### src/rtl/srvm_ram.sv
// Generic single-port-write, single-port-read synchronous RAM with registered read data.
// Depends on nothing.
module srvm_ram #(
    parameter int WIDTH = 32,
    parameter int DEPTH = 16
) (
    input  logic                     i_clk,
    input  logic                     i_we,
    input  logic [$clog2(DEPTH)-1:0] i_waddr,
    input  logic [WIDTH-1:0]         i_wdata,
    input  logic [$clog2(DEPTH)-1:0] i_raddr,
    output logic [WIDTH-1:0]         o_rdata
);

    logic [WIDTH-1:0] r_mem [DEPTH];
    logic [WIDTH-1:0] r_rdata;

    always_ff @(posedge i_clk) begin
        if (i_we) begin
            r_mem[i_waddr] <= i_wdata;
        end
        r_rdata <= r_mem[i_raddr];
    end

    assign o_rdata = r_rdata;

endmodule

### config.mk
export PLATFORM = sky130hd
export DESIGN_NAME = srvm_ram
export DESIGN_NICKNAME = d
export VERILOG_FILES = /design/src/rtl/srvm_ram.sv
export SDC_FILE = /design/constraint.sdc
export NUM_CORES = 1
export LEC_CHECK = 0
export BUFFER_PORTS_ARGS = -buffer_cell sky130_fd_sc_hd__buf_2
export CORE_ASPECT_RATIO = 0.5
export CORE_MARGIN = 5
export CORE_UTILIZATION = 35
export CTS_CLUSTER_SIZE = 16
export DETAILED_ROUTE_END_ITERATION = 12
export GPL_TIMING_DRIVEN = 0
export MAX_ROUTING_LAYER = met4
export PLACE_DENSITY_LB_ADDON = 0.25
export SETUP_SLACK_MARGIN = 0.4
export SYNTH_ARGS = -nofsm -noshare
export SYNTH_HDL_FRONTEND = slang
export SYNTH_SLANG_ARGS = --single-unit
### constraint.sdc
create_clock -name i_clk -period 4.7 [get_ports i_clk]
set_input_delay 0.94 -clock i_clk [delete_from_list [all_inputs] [get_ports i_clk]]
set_output_delay 0.94 -clock i_clk [all_outputs]
set_load 0.005 [all_outputs]
==> flow_results.org, run 1 <==
** Power and ir drop
- Total power for the finished layout comes to 9.92 mW.
- Pwr/cell area :: 425 nW/um^2
- IR analysis of the VDD net gives a maximum drop of just over 0.3 mV.
- Lkg Pwr :: between 7 and 8 nW

** Timing
- Slew at the pin closest to its max-slew limit :: between 1 and 1.5 ns
- Final critical path time including I/O delays and setup :: about 2.3 ns
- Part of the cycle the worst path needs :: 49.8%
- Setup repair after global routing left no endpoint under its margin.
- Setup violations remaining at the end of the flow were counted as 0.
- Total negative setup slack :: 0 ns
- Based on the critical path, the design can be clocked at up to between 400 and 500 MHz.
- Final hold viol count :: 0
- Crit path setup slack, layout :: approximately 2.4 ns
- In this run the tightest slew margin relative to its limit is about a third.
- The max-slew violation total from the final report is 0.
- On the final layout, the worst clock skew is between 0.01 and 0.015 ns.

** Worst setup path
- The worst setup path is of the input port to flip-flop kind.
- Startpoint type of the worst setup path :: input port
- The worst register-to-register path ends at o_rdata[22].
- Maximum single-stage delay on the critical path :: 0.74 ns
- The critical path goes through buf_2 > nand3b_1 > nor3_2 > buf_6 > buf_6.
- The cell that appears most often on the critical path is sky130_fd_sc_hd__buf_6.
- Reg2reg path depth :: 3
- Crit path arrival time :: between 2 and 3 ns
- The most critical setup path has its endpoint at r_mem[4][0].
- In this run the register-to-register setup slack is 3.35 ns.
- Worst Path Required :: just under 5 ns
- Crit path from :: i_waddr[3]
- The startpoint identified for the worst register-to-register timing path is r_mem[3][22].
- CP max-delay cell :: sky130_fd_sc_hd__nor3_2
- Endpoint class of the critical path :: flip-flop
- Critical path fanouts, max :: 9

** Routing
- Drt first-iter violations :: 797
- Remaining DRCs :: 0
- Vias/cell :: ~5.1
- The first detailed-routing pass ran for 5 iterations.
- Final WL :: 44,500 um
- In this run the remaining antenna-violating nets after routing total 0.
- The detailed router placed around 9,100 vias in this run.
- In the final routed layout, each cell accounts on average for ~25 um.

** Final layout
- FILL cells :: between 4,000 and 5,000
- Of the cells placed in the final design, the portion with a size suffix greater than 1 is 32.1%.
- Post-layout instance count excluding filler cells :: 1,790
- In the final design database the tool counted 1,032 nets.
- Final standard cell area without fillers :: ~23,000 sq um
- Compared with the post-synthesis result, the final layout area differs by 17.6%.

** Clock network
- Clock insertion delay at the later pin of the skew report :: 0.56 ns
- Once the clock tree was built, the resizer swapped 0 gates to a different size.
- Clock transition time at the flip-flop clock pins of the worst setup and hold paths :: roughly 0.06 ns
- Hold-fix buffers at CTS :: 0
- In this run the post-CTS setup repair buffer count came out at 0.
- Number of sinks handled by clock tree synthesis :: 544
- Clock tree from TritonCTS :: done
- H-tree level count :: 2
- Root buf cell :: sky130_fd_sc_hd__clkbuf_16
- Counting along the longest clock path gives a buffer depth of 3.
- Clock buffer count from CTS :: 50

** Logic synthesis
- Mapped Avg Cell Area :: between 20 and 25 sq um
- After synthesis, the netlist uses 18 different library cells.
- During synthesis, Yosys emitted a total of 0 warnings.
- Share of the synthesized area in the top cell type :: between 70% and 80%
- In the post-synthesis netlist, the biggest area contributors are sky130_fd_sc_hd__edfxtp_1 (77%), sky130_fd_sc_hd__mux4_2 (15%), sky130_fd_sc_hd__dfxtp_1 (3.2%), sky130_fd_sc_hd__a22oi_1 (2.4%), sky130_fd_sc_hd__nand2_1 (0.62%).
- Ranking of synthesized cells by instance count :: sky130_fd_sc_hd__edfxtp_1 (512), sky130_fd_sc_hd__mux4_2 (128), sky130_fd_sc_hd__a22oi_1 (64), sky130_fd_sc_hd__nand2_1 (33), sky130_fd_sc_hd__dfxtp_1 (32)
- Sequential cell area fraction in the yosys report :: around 80%
- By instance count, the leading cell after synthesis is sky130_fd_sc_hd__edfxtp_1.
- In this run, synthesis produced a sequential element count of around 540.
- The synthesized design spends more area on one cell type than any other, namely sky130_fd_sc_hd__edfxtp_1.
- Cell area after synthesis :: around 20,000 sq um
- After synthesis, the share of flip-flops with an asynchronous set or reset is 0%.
- Most used DFF post-synth :: sky130_fd_sc_hd__edfxtp_1
- Mapped Cells :: around 840
- Net count of the mapped netlist :: between 800 and 900
- In this run, synthesis inferred 512 flip-flops with an integrated enable.

** Placed design
- Post-Place Cell Area :: ~22,000 sq um
- Count of input and output buffers :: roughly 70
- Timing analysis after detailed placement gives a worst setup slack of 1.73 ns.
- Placer Congestion :: approximately 0.72
- Total instance count after detailed placement :: about 1,700
- Sum of net half-perimeters after detailed placement :: about 28,000 um

** Global routing
- The total overflow left after global routing is 0.
- Largest net degree at the start of global routing :: 23
- Overall track demand over capacity in global routing :: 14.8%
- The number of antenna violations at the first check in global routing came to 2.
- Vias in the first global route :: approximately 10,000
- The first global-routing pass estimated ~65,000 um of wire.

** Die
- Area of the placeable core :: 55,900 sq um
- Die outline area :: between 60,000 and 70,000 sq um
- During I/O placement, the number of pins put on the boundary was 74.
- The initialized floorplan defines 61 standard-cell rows.
- Vertical extent of the die :: approximately 180 um
- Initial core utilization :: a little over a third
- The die is between 300 and 400 um wide.

** Status
- The run finished with clean final reports.

** Hold path
- HP Class :: flip-flop to flip-flop

** Flow run
- Max-cap violations in this run came to 0.
[how the worst min path moves through the flow]
| stage | start | to | slack [ns] | cells after the start |
|---|---|---|---|---|
| final | r_mem[14][2] | o_rdata[2] | 0.67 | 3 |
| after global routing | r_mem[14][22] | o_rdata[22] | 0.70 | 3 |
| after CTS | r_mem[14][1] | o_rdata[1] | 0.67 | 3 |
| after detailed placement | r_mem[14][1] | o_rdata[1] | 0.66 | 3 |
| after global placement | r_mem[14][25] | o_rdata[25] | 0.65 | 3 |
| after floorplan | r_mem[14][0] | o_rdata[0] | 0.63 | 3 |
[metrics by stage]
stage | hold slack (ns) | util [%]
after floorplan | 0.635 | -
after global placement | 0.649 | 37.9
after detailed placement | 0.658 | 38.9
after CTS | 0.670 | 41.8
after global routing | 0.700 | 41.8
final | 0.666 | 41.8
[critical path: cells and delay by family]
kind	cells	cell delay (ns)
buffers and inverters	3	0.56
and+or+nand+nor	2	1.10
[sequential cells by signal, indices dropped and copies added (netlist names)]
name and flops:
r_mem 512, o_rdata 32
[where the power goes]
part	total [mW]	internal, mW	switching, mW	leakage (nW)
logic	0.499	0.206	0.293	1.73
clock network	3.97	2.29	1.68	0.788
registers	5.45	5.42	0.0274	4.89
total	9.92	7.92	2.00	7.42
[layer usage]
| metal | routed length, um | share of wire, % | global-route usage [%] | vias to the layer above |
|---|---|---|---|---|
| met5 | 0 | 0 | - | - |
| met3 | 1890 | 4.3 | 2.21 | 54 |
| met2 | 22700 | 51 | 25.2 | 225 |
| met1 | 19200 | 43 | 19.2 | 4935 |
| li1 | - | - | - | 3895 |
| met4 | 748 | 1.7 | 3.24 | 0 |
[final cells by class]
type	count	area, sq um	area share, %
sequential	544	16000	68.6
multi-input combinational	251	3730	16.0
clock buffer	79	1490	6.40
tap	756	946	4.05
timing repair buffer	100	822	3.52
buffer	43	223	0.954
clock inverter	15	124	0.530
antenna	2	5.00	0.0214
[cells in the final DEF (no fill, tap or decap)]
cell type / n
sky130_fd_sc_hd__buf_16: 4
sky130_fd_sc_hd__clkbuf_16: 53
sky130_fd_sc_hd__buf_2: 75
sky130_fd_sc_hd__buf_1: 9
sky130_fd_sc_hd__nor2_4: 12
sky130_fd_sc_hd__and2_1: 1
sky130_fd_sc_hd__a22oi_1: 64
sky130_fd_sc_hd__clkinv_1: 6
sky130_fd_sc_hd__mux4_2: 128
sky130_fd_sc_hd__nand3b_1: 2
sky130_fd_sc_hd__dfxtp_1: 32
sky130_fd_sc_hd__nand2_1: 33
sky130_fd_sc_hd__buf_6: 17
sky130_fd_sc_hd__bufinv_16: 2
sky130_fd_sc_hd__diode_2: 2
sky130_fd_sc_hd__nor3_2: 4
sky130_fd_sc_hd__nand2b_1: 2
sky130_fd_sc_hd__clkbuf_8: 7
sky130_fd_sc_hd__nor2b_1: 2
sky130_fd_sc_hd__nand3_1: 1
sky130_fd_sc_hd__edfxtp_1: 512
sky130_fd_sc_hd__buf_12: 9
sky130_fd_sc_hd__clkinvlp_4: 1
sky130_fd_sc_hd__buf_4: 12
sky130_fd_sc_hd__nor2_1: 1
sky130_fd_sc_hd__clkbuf_1: 36
sky130_fd_sc_hd__inv_6: 1
sky130_fd_sc_hd__or3b_2: 1
sky130_fd_sc_hd__clkinv_2: 5
[cells by family (layout without fill, tap and decap cells)]
group	after synthesis	in the layout	share of synthesized area, %
mux	128	128	14.5
buf+inv	43	237	1.12
simple gates	59	59	1.27
compound gates	64	64	2.42
flops	544	544	80.7
other cells	0	2	0
(Power assumes the default switching activity.)
==> inputs of run 2 (changes only) <==
ABC_AREA = 1   (was not set)
clock period = 1.9 ns   (was 4.7 ns; I/O delays follow)
==> run 2 against run 1 <==
Global-route usage rose by 4.9 points. Die area rose by 14%. First-iteration DRC count rose by 120%. Synthesized cell count rose to 2.5 times the previous value. Critical path depth fell by 1. Flip-flop and latch count did not move.
==> flow_results.org, run 2 <==
** Final layout
- Final core utilization :: 41.0% (was 41.8%)
- The fraction of final layout cells with drive strength greater than 1 was 12.4% (was 32.1%).
- Area added between synthesis and finish :: 16.8% (was 17.6%)
- The leading cell type in the layout, fill and taps excluded is sky130_fd_sc_hd__nand2_1 (was sky130_fd_sc_hd__edfxtp_1).
- Total number of nets in the final design :: 2,325 (was 1,032)
- Register name with the most flops :: r_mem (unchanged)
- Antenna cells :: 0 (was 2)
- Post-layout instance count excluding filler cells :: 3,209 (was 1,790)
- Most frequent cells in the layout :: sky130_fd_sc_hd__nand2_1 (672), sky130_fd_sc_hd__edfxtp_1 (512), sky130_fd_sc_hd__inv_1 (386) (was sky130_fd_sc_hd__edfxtp_1 (512), sky130_fd_sc_hd__mux4_2 (128), sky130_fd_sc_hd__buf_2 (75))
- The number of flip-flops under the largest register name is 512 (unchanged).

** Timing
- Total of endpoints with negative setup slack in the final report :: 0 (unchanged)
- Final critical path time including I/O delays and setup :: roughly 1.8 ns
- Normalized max-slew margin :: 35.6% (was 32.0%)
- Slew at the pin closest to its max-slew limit :: 0.964 ns (was 1.02 ns)
- Part of the cycle the worst path needs :: a little over nine tenths
- Fin. max-slew vios :: 0 (unchanged)
- RSZ-0062 raised after global routing :: yes (was no)
- Derived from the worst setup path, the maximum achievable clock frequency is about 540 MHz.
- The final clock skew is 0.0123 ns (about the same).
- The count of final hold-check violations came to 0 (unchanged).
- Total negative setup slack :: 0 ns (unchanged)

** Die
- Die outline area :: 70,500 sq um (was 61,900 sq um)
- Horizontal die dimension :: 370 um (was 347 um)
- Vertical extent of the die :: 190 um (was 178 um)
- The total number of placement rows came to 66 (was 61).
- The starting utilization of the core area came to 35.2% (was 35.5%).
- The core box area is 64,700 sq um (was 55,900 sq um).
- Io pins :: 74 (unchanged)

** Logic synthesis
- The share of synthesized flip-flops with an asynchronous set or reset is 0% (unchanged).
- Share of the synthesized area in the top cell type :: 67.6% (was 77.4%)
- Ranking of synthesized cells by instance count: sky130_fd_sc_hd__nand2_1 (677), sky130_fd_sc_hd__edfxtp_1 (512), sky130_fd_sc_hd__inv_1 (388), sky130_fd_sc_hd__nand3_1 (385), sky130_fd_sc_hd__buf_2 (41) (was sky130_fd_sc_hd__edfxtp_1 (512), sky130_fd_sc_hd__mux4_2 (128), sky130_fd_sc_hd__a22oi_1 (64), sky130_fd_sc_hd__nand2_1 (33), sky130_fd_sc_hd__dfxtp_1 (32)).
- The cell with the most instances after synthesis is sky130_fd_sc_hd__nand2_1 (was sky130_fd_sc_hd__edfxtp_1).
- The flip-flop and latch count after synthesis came to 544 (unchanged).
- The number of enable flip-flop cells after synthesis came to 512 (unchanged).
- Sequential cell area fraction in the yosys report :: 70.5% (was 80.7%)
- Synth area leaders: sky130_fd_sc_hd__edfxtp_1 (68%), sky130_fd_sc_hd__nand2_1 (11%), sky130_fd_sc_hd__nand3_1 (8.5%), sky130_fd_sc_hd__inv_1 (6.4%), sky130_fd_sc_hd__dfxtp_1 (2.8%) (was sky130_fd_sc_hd__edfxtp_1 (77%), sky130_fd_sc_hd__mux4_2 (15%), sky130_fd_sc_hd__dfxtp_1 (3.2%), sky130_fd_sc_hd__a22oi_1 (2.4%), sky130_fd_sc_hd__nand2_1 (0.62%)).
- Cell type with the highest aggregate area in the netlist :: sky130_fd_sc_hd__edfxtp_1 (unchanged)
- The most used flip-flop cell after synthesis is sky130_fd_sc_hd__edfxtp_1 (unchanged).
- Synth cell types :: 15 (was 18)
- Cell area after synthesis :: 22,700 sq um (was 19,900 sq um)
- Mapped Avg Cell Area :: 10.7 sq um (was 23.7 sq um)
- Mapped Cells :: 2,120 (was 838)
- Net count of the mapped netlist :: 2,162 (was 880)
- The warning count from the yosys run came to 0 (unchanged).

** Clock network
- Root buf cell :: sky130_fd_sc_hd__clkbuf_16 (unchanged)
- Number of sinks handled by clock tree synthesis :: 544 (unchanged)
- The clock latency of the later-clocked register in the worst-skew pair was 0.58 ns (was 0.56 ns).
- The number of hold buffers added after CTS is 0 (unchanged).
- The H-tree depth was 2 (unchanged).
- Clock tree from TritonCTS :: done (unchanged)
- Maximum root-to-sink buffer count :: 3 (unchanged)
- Clock transition time at the flip-flop clock pins of the worst setup and hold paths :: 0.06 ns (about the same)
- The clock buffer count from CTS came to 53 (was 50).

** Worst setup path
- The startpoint kind of the worst setup timing path is an input port (unchanged).
- The critical-path cell with the highest stage delay is sky130_fd_sc_hd__nand3b_1 (was sky130_fd_sc_hd__nor3_2).
- The number of buffer and inverter instances along the worst setup path is 2 (was 3).
- The critical path's largest stage delay was 0.66 ns (was 0.74 ns).
- Largest delay contributor family on the critical path :: simple AND/OR/NAND/NOR gates (unchanged)
- The maximum fanout along the worst path came to 23 (was 9).
- The data required time at the worst endpoint is 2.16 ns (was 4.97 ns).
- The critical path class is input port to flip-flop (unchanged).
- Endpoint class of the critical path :: flip-flop (unchanged)
- Crit path arrival time :: 2.11 ns (was 2.61 ns)
- Critical-path cell list :: buf_2 > nand3b_1 > nor2_4 > buf_12 (was buf_2 > nand3b_1 > nor3_2 > buf_6 > buf_6)

** Placed design
- Placer Congestion :: 0.800 (was 0.720)
- Total instance count after detailed placement :: 3,075 (was 1,694)
- The count of input and output buffers was 71 (unchanged).
- The HPWL after detailed placement is 37,600 um (was 27,800 um).

** Hold path
- HP Class :: input port to flip-flop (was flip-flop to flip-flop)

** Routing
- Drt first-iter violations :: 1,775 (was 797)
- Routed wire length per instance :: 21.3 um (was 24.9 um)
- The number of vias in the routed layout is 15,400 (was 9,109).
- The number of routed nets with antenna violations was 0 (unchanged).
- The DRC violation count after routing is 0 (unchanged).
- Vias/cell :: 4.81 (was 5.09)
- Number of iterations in the first detailed-routing pass :: 6 (was 5)
- Final WL :: 68,400 um (was 44,500 um)

** Power and ir drop
- The largest vdd supply drop was 0.625 mV (was 0.304 mV).
- The leakage power summed over all cells came to 11.2 nW (was 7.42 nW).
- Pwr/cell area :: 963 nW/um^2 (was 425 nW/um^2)
- The total design power is 25.5 mW (was 9.92 mW).

** Global routing
- Overall track demand over capacity in global routing :: 19.7% (was 14.8%)
- The largest net degree at the start of global routing was 33 (was 23).
- The global-route wire length before repair was 97,600 um (was 65,300 um).
- The global-route congestion overflow total came to 0 (unchanged).
- The number of antenna violations at the first check in global routing was 0 (was 2).
- The via count of the first global-routing pass came to 14,400 (was 9,803).

** Flow run
- The max-cap check violation count came to 0 (unchanged).

** Status
- Result of the run :: finished, final reports clean (unchanged)
-- run 2: worst paths after layout --
path / start / end / slack (ns) / depth (start not counted)
setup reg to reg: r_mem[13][12] / o_rdata[12] / 0.82 / 6
hold / removal: i_wdata[3] / r_mem[8][3] / 0.17 / 1
setup / recovery: i_waddr[3] / r_mem[5][26] / 0.06 / 4
hold reg to reg: r_mem[10][17] / o_rdata[17] / 0.66 / 6
-- run 2: what timing repair did --
action,4_1_cts,5_1_grt
gates resized for setup,17,11
pin swaps,16,6
buffers inserted,14,7
gates cloned,12,3
endpoints found under the setup margin,516,117
-- run 2: metrics by stage --
step	worst slack, ns	cell area, sq um	hold slack (ns)
global route	-0.00403	26500	0.158
detailed placement	-0.671	24400	0.643
CTS	0.00450	26400	0.141
global placement	-0.632	24400	0.647
floorplan	0.183	22900	0.479
finish	0.0570	26500	0.167
-- run 2: layout make-up --
type,instances,area [sq um]
fill,6132,38100
clock buffer,83,1520
timing repair buffer,93,696
inverter,390,1470
clock inverter,14,126
sequential,544,16000
buffer,105,716
multi-input combinational,1096,4890
tap,884,1110
-- run 2: kinds of logic after synthesis --
group                  synth area share (%)
DFF                                    70.5
buffers and inverters                  9.54
and+or+nand+nor                        20.0
-- run 2: worst reg2reg max path, stage by stage (launching register included) --
cell                       delay (ns)
sky130_fd_sc_hd__edfxtp_1        0.38
sky130_fd_sc_hd__inv_1           0.07
sky130_fd_sc_hd__nand2_1         0.07
sky130_fd_sc_hd__nand3_1         0.10
sky130_fd_sc_hd__nand3_1         0.08
sky130_fd_sc_hd__nand3_1         0.14
sky130_fd_sc_hd__nand2_1         0.11
-- run 2: where the power goes --
| part | internal (mW) | total, mW | switching, mW |
|---|---|---|---|
| clock | 5.75 | 10.2 | 4.45 |
| sequential | 13.4 | 13.5 | 0.0619 |
| combinational | 0.525 | 1.88 | 1.35 |
-- run 2: routing by layer --
layer / global-route usage, % / vias to the layer above / share of wire [%]
li1: - / 7195 / -
met1: 27.9 / 7512 / 45
met2: 30.1 / 597 / 44
met3: 2.64 / 125 / 8.3
met4: 5.41 / 0 / 2.9
met5: - / - / 0
