--- config.mk ---
export PLATFORM = sky130hd
export DESIGN_NAME = srvm_itu
export DESIGN_NICKNAME = d
export VERILOG_FILES = /design/src/rtl/srvm_pkg.sv /design/src/rtl/srvm_itu.sv
export SDC_FILE = /design/constraint.sdc
export NUM_CORES = 1
export LEC_CHECK = 0
export BUFFER_PORTS_ARGS = -buffer_cell sky130_fd_sc_hd__buf_2
export CORE_MARGIN = 4
export CORE_UTILIZATION = 50
export DETAILED_ROUTE_END_ITERATION = 8
export PLACE_DENSITY = 0.71
export SETUP_SLACK_MARGIN = 0.05
export SLEW_MARGIN = 10
export SYNTH_ARGS = -nofsm -noshare
export SYNTH_HDL_FRONTEND = slang
export SYNTH_SLANG_ARGS = --single-unit
--- constraint.sdc ---
create_clock -name i_clk -period 15.7 [get_ports i_clk]
set_clock_uncertainty 0.05 [all_clocks]
set_input_delay 0.785 -clock i_clk [delete_from_list [all_inputs] [get_ports i_clk]]
set_output_delay 0.785 -clock i_clk [all_outputs]
set_load 0.05 [all_outputs]
--- src/rtl/srvm_pkg.sv ---
// Shared types, sizes, opcode codes and the instruction decoder of the VM execute unit.
// Depends on nothing; srvm_itu and the top use scoped names, the benches import it.
package srvm_pkg;

    localparam int NUM_REGS    = 16;
    localparam int STACK_DEPTH = 256;
    localparam int RAM_WORDS   = 4096;

    localparam int RBITS  = $clog2(NUM_REGS);
    localparam int SABITS = $clog2(STACK_DEPTH);
    localparam int SPW    = $clog2(STACK_DEPTH + 1);
    localparam int RABITS = $clog2(RAM_WORDS);

    localparam logic [31:0] WORD_MAX = 32'hFFFF_FFFF;

    localparam int FB_EQ   = 0;
    localparam int FB_NE   = 1;
    localparam int FB_GT   = 2;
    localparam int FB_LT   = 3;
    localparam int FB_OV   = 4;
    localparam int FB_STOP = 5;

    localparam logic [5:0] C_EXIT        = 6'd0;
    localparam logic [5:0] C_PUSH_LIT    = 6'd1;
    localparam logic [5:0] C_MOV_LIT_REG = 6'd2;
    localparam logic [5:0] C_PUSH_REG    = 6'd3;
    localparam logic [5:0] C_DUPE        = 6'd4;
    localparam logic [5:0] C_POP_REG     = 6'd5;
    localparam logic [5:0] C_RR_FIRST    = 6'd6;
    localparam logic [5:0] C_RR_NOT      = 6'd10;
    localparam logic [5:0] C_RR_LAST     = 6'd13;
    localparam logic [5:0] C_ST_FIRST    = 6'd14;
    localparam logic [5:0] C_ST_NOT      = 6'd18;
    localparam logic [5:0] C_ST_LAST     = 6'd21;
    localparam logic [5:0] C_INC_REG     = 6'd22;
    localparam logic [5:0] C_DEC_REG     = 6'd23;
    localparam logic [5:0] C_INC_STK     = 6'd24;
    localparam logic [5:0] C_DEC_STK     = 6'd25;
    localparam logic [5:0] C_LIT_FIRST   = 6'd26;
    localparam logic [5:0] C_LIT_LAST    = 6'd39;
    localparam logic [5:0] C_SQRT_REG    = 6'd40;
    localparam logic [5:0] C_SQRT_STK    = 6'd41;
    localparam logic [5:0] C_CMP_RR      = 6'd42;
    localparam logic [5:0] C_CMP_RL      = 6'd43;
    localparam logic [5:0] C_CMP_SL      = 6'd44;
    localparam logic [5:0] C_FLAG_RST    = 6'd45;
    localparam logic [5:0] C_POP_MEM     = 6'd46;
    localparam logic [5:0] C_MOV_LIT_MEM = 6'd47;
    localparam logic [5:0] C_MOV_MEM_REG = 6'd48;
    localparam logic [5:0] C_MOV_REG_MEM = 6'd49;
    localparam logic [5:0] C_MOV_REG_REG = 6'd50;
    localparam logic [5:0] C_MOV_MEM_MEM = 6'd51;
    localparam logic [5:0] C_PUSH_MEM    = 6'd52;
    localparam logic [5:0] C_JMP         = 6'd53;
    localparam logic [5:0] C_JE          = 6'd54;
    localparam logic [5:0] C_JO          = 6'd58;
    localparam logic [5:0] C_CALL        = 6'd59;
    localparam logic [5:0] C_RET         = 6'd60;

    typedef logic [2:0] t_src;
    localparam t_src SRC_NONE = 3'd0;
    localparam t_src SRC_LIT  = 3'd1;
    localparam t_src SRC_LIT2 = 3'd2;
    localparam t_src SRC_REGD = 3'd3;
    localparam t_src SRC_REGS = 3'd4;
    localparam t_src SRC_POP  = 3'd5;
    localparam t_src SRC_PEEK = 3'd6;
    localparam t_src SRC_RAM  = 3'd7;

    typedef logic [3:0] t_aop;
    localparam t_aop A_ADD  = 4'd0;
    localparam t_aop A_SUB  = 4'd1;
    localparam t_aop A_MUL  = 4'd2;
    localparam t_aop A_DIV  = 4'd3;
    localparam t_aop A_AND  = 4'd4;
    localparam t_aop A_OR   = 4'd5;
    localparam t_aop A_XOR  = 4'd6;
    localparam t_aop A_NOT  = 4'd7;
    localparam t_aop A_INC  = 4'd8;
    localparam t_aop A_DEC  = 4'd9;
    localparam t_aop A_SQRT = 4'd10;
    localparam t_aop A_CMP  = 4'd11;
    localparam t_aop A_PASS = 4'd12;

    typedef logic [2:0] t_dst;
    localparam t_dst D_NONE = 3'd0;
    localparam t_dst D_REG  = 3'd1;
    localparam t_dst D_PUSH = 3'd2;
    localparam t_dst D_RAM  = 3'd3;
    localparam t_dst D_RAM2 = 3'd4;

    typedef logic [2:0] t_cls;
    localparam t_cls K_NOP  = 3'd0;
    localparam t_cls K_ALU  = 3'd1;
    localparam t_cls K_EXIT = 3'd2;
    localparam t_cls K_FRST = 3'd3;
    localparam t_cls K_JUMP = 3'd4;
    localparam t_cls K_CALL = 3'd5;
    localparam t_cls K_RET  = 3'd6;

    typedef struct packed {
        t_cls       cls;
        t_src       asrc;
        t_src       bsrc;
        t_aop       aop;
        t_dst       dst;
        logic [3:0] len;
        logic       jall;
        logic [2:0] jbit;
    } t_dec;

    typedef struct packed {
        logic start;
        logic sqrt;
    } t_itu_req;

    function automatic t_aop rr_aop(input logic [2:0] k);
        t_aop o;
        unique case (k)
            3'd0:    o = A_ADD;
            3'd1:    o = A_SUB;
            3'd2:    o = A_MUL;
            3'd3:    o = A_DIV;
            3'd4:    o = A_NOT;
            3'd5:    o = A_AND;
            3'd6:    o = A_OR;
            default: o = A_XOR;
        endcase
        return o;
    endfunction

    function automatic t_aop lit_aop(input logic [2:0] k);
        t_aop o;
        unique case (k)
            3'd0:    o = A_ADD;
            3'd1:    o = A_SUB;
            3'd2:    o = A_MUL;
            3'd3:    o = A_DIV;
            3'd4:    o = A_AND;
            3'd5:    o = A_OR;
            default: o = A_XOR;
        endcase
        return o;
    endfunction

    function automatic t_dec decode(input logic [5:0] c);
        t_dec       d;
        logic [5:0] k;
        d.cls  = K_NOP;
        d.asrc = SRC_NONE;
        d.bsrc = SRC_NONE;
        d.aop  = A_PASS;
        d.dst  = D_NONE;
        d.len  = 4'd1;
        d.jall = 1'b0;
        d.jbit = 3'd0;
        k      = 6'd0;
        if (c >= C_RR_FIRST && c <= C_RR_LAST) begin
            k      = c - C_RR_FIRST;
            d.cls  = K_ALU;
            d.asrc = SRC_REGD;
            d.dst  = D_REG;
            d.aop  = rr_aop(k[2:0]);
            if (c == C_RR_NOT) begin
                d.len = 4'd2;
            end else begin
                d.bsrc = SRC_REGS;
                d.len  = 4'd3;
            end
        end else if (c >= C_ST_FIRST && c <= C_ST_LAST) begin
            k      = c - C_ST_FIRST;
            d.cls  = K_ALU;
            d.asrc = SRC_POP;
            d.dst  = D_PUSH;
            d.aop  = rr_aop(k[2:0]);
            if (c != C_ST_NOT) begin
                d.bsrc = SRC_POP;
            end
        end else if (c >= C_LIT_FIRST && c <= C_LIT_LAST) begin
            k     = c - C_LIT_FIRST;
            d.cls = K_ALU;
            d.aop = lit_aop(k[3:1]);
            if (!c[0]) begin
                d.asrc = SRC_REGD;
                d.bsrc = SRC_LIT;
                d.dst  = D_REG;
                d.len  = 4'd6;
            end else begin
                d.asrc = SRC_LIT;
                d.bsrc = SRC_POP;
                d.dst  = D_PUSH;
                d.len  = 4'd5;
            end
        end else if (c >= C_JMP && c <= C_JO) begin
            d.cls = K_JUMP;
            d.len = 4'd5;
            if (c == C_JMP) begin
                d.jall = 1'b1;
            end else begin
                k      = c - C_JE;
                d.jbit = k[2:0];
            end
        end else begin
            unique case (c)
                C_EXIT: d.cls = K_EXIT;
                C_PUSH_LIT: begin
                    d.cls = K_ALU; d.asrc = SRC_LIT; d.dst = D_PUSH; d.len = 4'd5;
                end
                C_MOV_LIT_REG: begin
                    d.cls = K_ALU; d.asrc = SRC_LIT; d.dst = D_REG; d.len = 4'd6;
                end
                C_PUSH_REG: begin
                    d.cls = K_ALU; d.asrc = SRC_REGD; d.dst = D_PUSH; d.len = 4'd2;
                end
                C_DUPE: begin
                    d.cls = K_ALU; d.asrc = SRC_PEEK; d.dst = D_PUSH;
                end
                C_POP_REG: begin
                    d.cls = K_ALU; d.asrc = SRC_POP; d.dst = D_REG; d.len = 4'd2;
                end
                C_INC_REG: begin
                    d.cls = K_ALU; d.asrc = SRC_REGD; d.aop = A_INC; d.dst = D_REG;
                    d.len = 4'd2;
                end
                C_DEC_REG: begin
                    d.cls = K_ALU; d.asrc = SRC_REGD; d.aop = A_DEC; d.dst = D_REG;
                    d.len = 4'd2;
                end
                C_INC_STK: begin
                    d.cls = K_ALU; d.asrc = SRC_POP; d.aop = A_INC; d.dst = D_PUSH;
                end
                C_DEC_STK: begin
                    d.cls = K_ALU; d.asrc = SRC_POP; d.aop = A_DEC; d.dst = D_PUSH;
                end
                C_SQRT_REG: begin
                    d.cls = K_ALU; d.asrc = SRC_REGD; d.aop = A_SQRT; d.dst = D_REG;
                    d.len = 4'd2;
                end
                C_SQRT_STK: begin
                    d.cls = K_ALU; d.asrc = SRC_POP; d.aop = A_SQRT; d.dst = D_PUSH;
                end
                C_CMP_RR: begin
                    d.cls = K_ALU; d.asrc = SRC_REGD; d.bsrc = SRC_REGS; d.aop = A_CMP;
                    d.len = 4'd3;
                end
                C_CMP_RL: begin
                    d.cls = K_ALU; d.asrc = SRC_REGD; d.bsrc = SRC_LIT; d.aop = A_CMP;
                    d.len = 4'd6;
                end
                C_CMP_SL: begin
                    d.cls = K_ALU; d.asrc = SRC_PEEK; d.bsrc = SRC_LIT; d.aop = A_CMP;
                    d.len = 4'd5;
                end
                C_FLAG_RST: d.cls = K_FRST;
                C_POP_MEM: begin
                    d.cls = K_ALU; d.asrc = SRC_POP; d.dst = D_RAM; d.len = 4'd5;
                end
                C_MOV_LIT_MEM: begin
                    d.cls = K_ALU; d.asrc = SRC_LIT2; d.dst = D_RAM; d.len = 4'd9;
                end
                C_MOV_MEM_REG: begin
                    d.cls = K_ALU; d.asrc = SRC_RAM; d.dst = D_REG; d.len = 4'd6;
                end
                C_MOV_REG_MEM: begin
                    d.cls = K_ALU; d.asrc = SRC_REGD; d.dst = D_RAM; d.len = 4'd6;
                end
                C_MOV_REG_REG: begin
                    d.cls = K_ALU; d.asrc = SRC_REGS; d.dst = D_REG; d.len = 4'd3;
                end
                C_MOV_MEM_MEM: begin
                    d.cls = K_ALU; d.asrc = SRC_RAM; d.dst = D_RAM2; d.len = 4'd9;
                end
                C_PUSH_MEM: begin
                    d.cls = K_ALU; d.asrc = SRC_RAM; d.dst = D_PUSH; d.len = 4'd5;
                end
                C_CALL: d.cls = K_CALL;
                C_RET:  d.cls = K_RET;
                default: d.cls = K_NOP;
            endcase
        end
        return d;
    endfunction

endpackage

--- src/rtl/srvm_itu.sv ---
// Iterative unit: 32-bit restoring divide (one quotient bit a cycle) and floor square root
// (one result bit a cycle). Depends on srvm_pkg.
module srvm_itu (
    input  logic              i_clk,
    input  logic              i_rst_n,
    input  srvm_pkg::t_itu_req i_req,
    input  logic [31:0]       i_a,
    input  logic [31:0]       i_b,
    output logic              o_done,
    output logic [31:0]       o_result
);

    logic        r_busy;
    logic        r_done;
    logic        r_sqrt;
    logic [4:0]  r_cnt;
    logic [31:0] r_q;
    logic [31:0] r_rem;
    logic [31:0] r_div;
    logic [31:0] r_n;
    logic [31:0] r_r;
    logic [31:0] r_bit;

    logic [32:0] rem_sh;
    logic        q_bit;
    logic [32:0] rt_sum;
    logic        rt_take;

    assign rem_sh  = {r_rem, r_q[31]};
    assign q_bit   = rem_sh >= {1'b0, r_div};
    assign rt_sum  = {1'b0, r_r} + {1'b0, r_bit};
    assign rt_take = {1'b0, r_n} >= rt_sum;

    always_ff @(posedge i_clk) begin
        if (!i_rst_n) begin
            r_busy <= 1'b0;
            r_done <= 1'b0;
        end else begin
            r_done <= 1'b0;
            if (i_req.start) begin
                r_busy <= 1'b1;
                r_sqrt <= i_req.sqrt;
                r_cnt  <= i_req.sqrt ? 5'd15 : 5'd31;
                r_q    <= i_a;
                r_rem  <= 32'd0;
                r_div  <= i_b;
                r_n    <= i_a;
                r_r    <= 32'd0;
                r_bit  <= 32'h4000_0000;
            end else if (r_busy) begin
                if (r_sqrt) begin
                    if (rt_take) begin
                        r_n <= r_n - rt_sum[31:0];
                        r_r <= (r_r >> 1) + r_bit;
                    end else begin
                        r_r <= r_r >> 1;
                    end
                    r_bit <= r_bit >> 2;
                end else begin
                    r_rem <= q_bit ? 32'(rem_sh - {1'b0, r_div}) : rem_sh[31:0];
                    r_q   <= {r_q[30:0], q_bit};
                end
                r_cnt <= r_cnt - 5'd1;
                if (r_cnt == 5'd0) begin
                    r_busy <= 1'b0;
                    r_done <= 1'b1;
                end
            end
        end
    end

    assign o_done   = r_done;
    assign o_result = r_sqrt ? r_r : r_q;

endmodule

==> metrics.yaml <==
status: "complete, no violations"
yosysSeqAreaShare_pct: 42.6
syn_to_final_growth_pct: 10.8
crit_path_top_delay_cell: "a21boi_4"
post_cts_resized: 0
max_stage_delay_ns: 0.98
crit_fanout: 32
cts_buffer_depth: 2
die_y_um: 169
cts_sinks: 184
ys.flop_type: "edfxtp_1"
layout-drive-gt1-share_pct: 12.7
first_pass_iters: 5
vdd_ir_drop_max_mv: 0.0587
nNetsFinal: 1604
cts_tree: "yes"
diodes: 0
grt_max_degree: 86
cp.arrival_ns: 6.06
hp-class: "input pin to register"
finalCritPeriodShare_pct: 38.7
async_flop_share_pct: 0
ant_nets: 0
h-tree-depth: 4
path_delay_family: "compound AO/OA/AOI/OAI gates"
root_buffer: "clkbuf_16"
cts_buffers: 17
fin_tns_setup_ns: 0
crit_top_cell: "ha_1"
synth_nets: 1527
dieArea_sq_um: 28500
power_leakage_uw: 0.00576
crit_path_end_kind: "register"
yosysWarnings: 0
dr_total_vias: 10300
via_per_inst: 5.80
synth_edf_count: 182
finalWirelength_um: 30200
ys_seq_elements: 184
place_hpwl_um: 22200
post_cts_buffers: 0
hold_buffers: 0
clkSlewWorstSetupHoldPaths_ns: 0.07
worstSkewPairLatency_ns: 0.43
fill_cells: 2251
fin_ws_ns: 9.63
slew_viol_final: 0
grt_pass1_vias: 9856
pre_cts_slack_ns: 9.61
core.rowCount: 58
hold_viol: 0
gp_congestion: 0.883
start_util_pct: 51.0
grt_usage_pct: 21.1
whs_ns: 0.474
post_synth_num_cell_types: 77
criticalPathCategory: "register to register"
wl_per_cell_um: 17.0
synthCells: 1357
avgSynthCellArea_sq_um: 9.52
critical_path.cell_chain: "ha_1, ha_1, a21oi_1, o21bai_1, a31o_2, a21oi_1, o21bai_1, a31oi_1, nor2_1, o21ai_0, xor2_1, ha_1, nand2_1, o21ai_1, a311oi_1, a211oi_2, a22o_4, a221oi_4, or2_1, a21boi_4"
cp.buffers_inverters: 0
start_kind: "register"
worstPathRequired_ns: 15.69
antenna_found_initial: 0
timing.fmax_ghz: 0.165
grt_setup_unrepaired: "false"
cap_violations: 0
die_x_um: 169
syn-cell-area_sq_um: 12900
design_area_sq_um: 14300
maxSlewHeadroom_pct: 22.0
placed_area_sq_um: 13700
setup_viol: 0
grt-ovfl-total: 0
grt_pass1_wl_um: 49300
tightest_slew_ns: 1.17
power.density_nw_per_um2: 112
drc: 0
core_sq_um: 25300
fin_crit_ns: 6.07
drt_iter0_markers: 732
ios: 101
port_buffers: 100
==> sequential cells by signal (all words and copies together) (netlist names) <==
signal,flops
r_r,32
r_sqrt,1
r_q,32
r_div,32
r_cnt,5
r_busy,1
r_rem,32
o_done,1
r_n,32
r_bit,16
==> logic make-up after synthesis <==
group / count (synthesis) / synth area share [%]
xor gates and xnor gates: 96 / 6.51
and+or+nand+nor: 395 / 14.2
DFF: 184 / 42.6
buffers and inverters: 144 / 4.38
adders and majority gates: 102 / 10.0
AOI/OAI and AO/OA: 409 / 20.1
muxes: 27 / 2.17
==> final timing paths <==
kind	startpoint	end	slack, ns	cells past startpoint
setup / recovery	r_r[0]$_SDFFCE_PP0P_	r_n[31]$_DFFE_PP_	9.63	20
hold / removal	i_b[14]	r_div[14]$_DFFE_PP_	0.47	1
setup reg to reg	r_r[0]$_SDFFCE_PP0P_	r_n[31]$_DFFE_PP_	9.63	20
hold reg to reg	r_busy$_SDFF_PN0_	o_done$_SDFF_PP0_	0.50	1
==> Yosys cell counts, types with 3 or more instances <==
master | n | area (sq um)
edfxtp_1 | 182 | 5470
nand2_1 | 145 | 544
o21ai_0 | 141 | 706
nor2_1 | 101 | 379
ha_1 | 100 | 1250
inv_1 | 93 | 349
a21oi_1 | 81 | 405
xor2_1 | 49 | 429
xnor2_1 | 47 | 412
clkbuf_1 | 35 | 131
a31oi_1 | 31 | 194
nor2b_1 | 30 | 188
nand3_1 | 25 | 125
a211oi_1 | 24 | 180
a21o_1 | 20 | 150
nor3_1 | 20 | 100
mux2i_1 | 19 | 190
o21bai_1 | 15 | 113
a31o_2 | 14 | 123
nand4_1 | 12 | 75.1
nand2b_1 | 10 | 62.6
o211ai_1 | 10 | 75.1
o21a_1 | 9 | 67.6
or3_1 | 9 | 56.3
and3_1 | 8 | 50.1
mux2_2 | 8 | 90.1
o31ai_1 | 8 | 60.1
and2_1 | 7 | 43.8
buf_2 | 7 | 35.0
a21boi_0 | 5 | 37.5
buf_1 | 5 | 18.8
o21ai_1 | 5 | 25.0
a311oi_1 | 4 | 35.0
nand3b_1 | 4 | 30.0
o311ai_0 | 4 | 35.0
or2_2 | 4 | 25.0
a2111oi_0 | 3 | 26.3
and4_1 | 3 | 26.3
nor4_1 | 3 | 18.8
nor4b_1 | 3 | 26.3
o22ai_1 | 3 | 18.8
or4_1 | 3 | 22.5
==> layout make-up <==
cell class | count | area (sq um) | area share, %
Multi-Input combinational cell | 1029 | 6890 | 48.1
Timing Repair Buffer | 109 | 571 | 3.99
Inverter | 93 | 349 | 2.44
Clock inverter | 14 | 165 | 1.15
Tap cell | 330 | 413 | 2.88
Sequential cell | 184 | 5510 | 38.5
Clock buffer | 17 | 425 | 2.97
==> metrics by stage <==
stage | instances | total power, uW | util, %
after floorplan | 1357 | 1060 | -
after global placement | 1745 | 1170 | 54.2
after detailed placement | 1745 | 1180 | 54.2
after CTS | 1776 | 1620 | 56.5
after global routing | 1776 | 1710 | 56.5
final | 1776 | 1610 | 56.5
==> routing by layer <==
metal / vias to the layer above / track usage (%) / wire (um)
met5: - / 0 / 0
met4: 0 / 5.54 / 484
met3: 37 / 2.76 / 1450
met2: 300 / 34.7 / 14000
met1: 4811 / 29.7 / 14300
li1: 5149 / - / -
==> cell usage in the layout (no fill, tap or decap), drive strengths merged, types with 25 or more instances in the layout <==
cell,n
xor2,49
a211oi,26
nor2b,30
o21ai,146
xnor2,47
buf,109
ha,100
nor2,102
nand2,146
a21oi,83
inv,98
nand3,25
a31oi,31
edfxtp,182
==> power breakdown <==
group	total (uW)	switching, uW	leakage (uW)	internal, uW
clock	437	199	0.000276	238
combinational	546	334	0.00374	212
sequential	628	29.4	0.00175	599
total	1610	562	0.00576	1050
No activity file was read; power rests on OpenSTA's default activity.
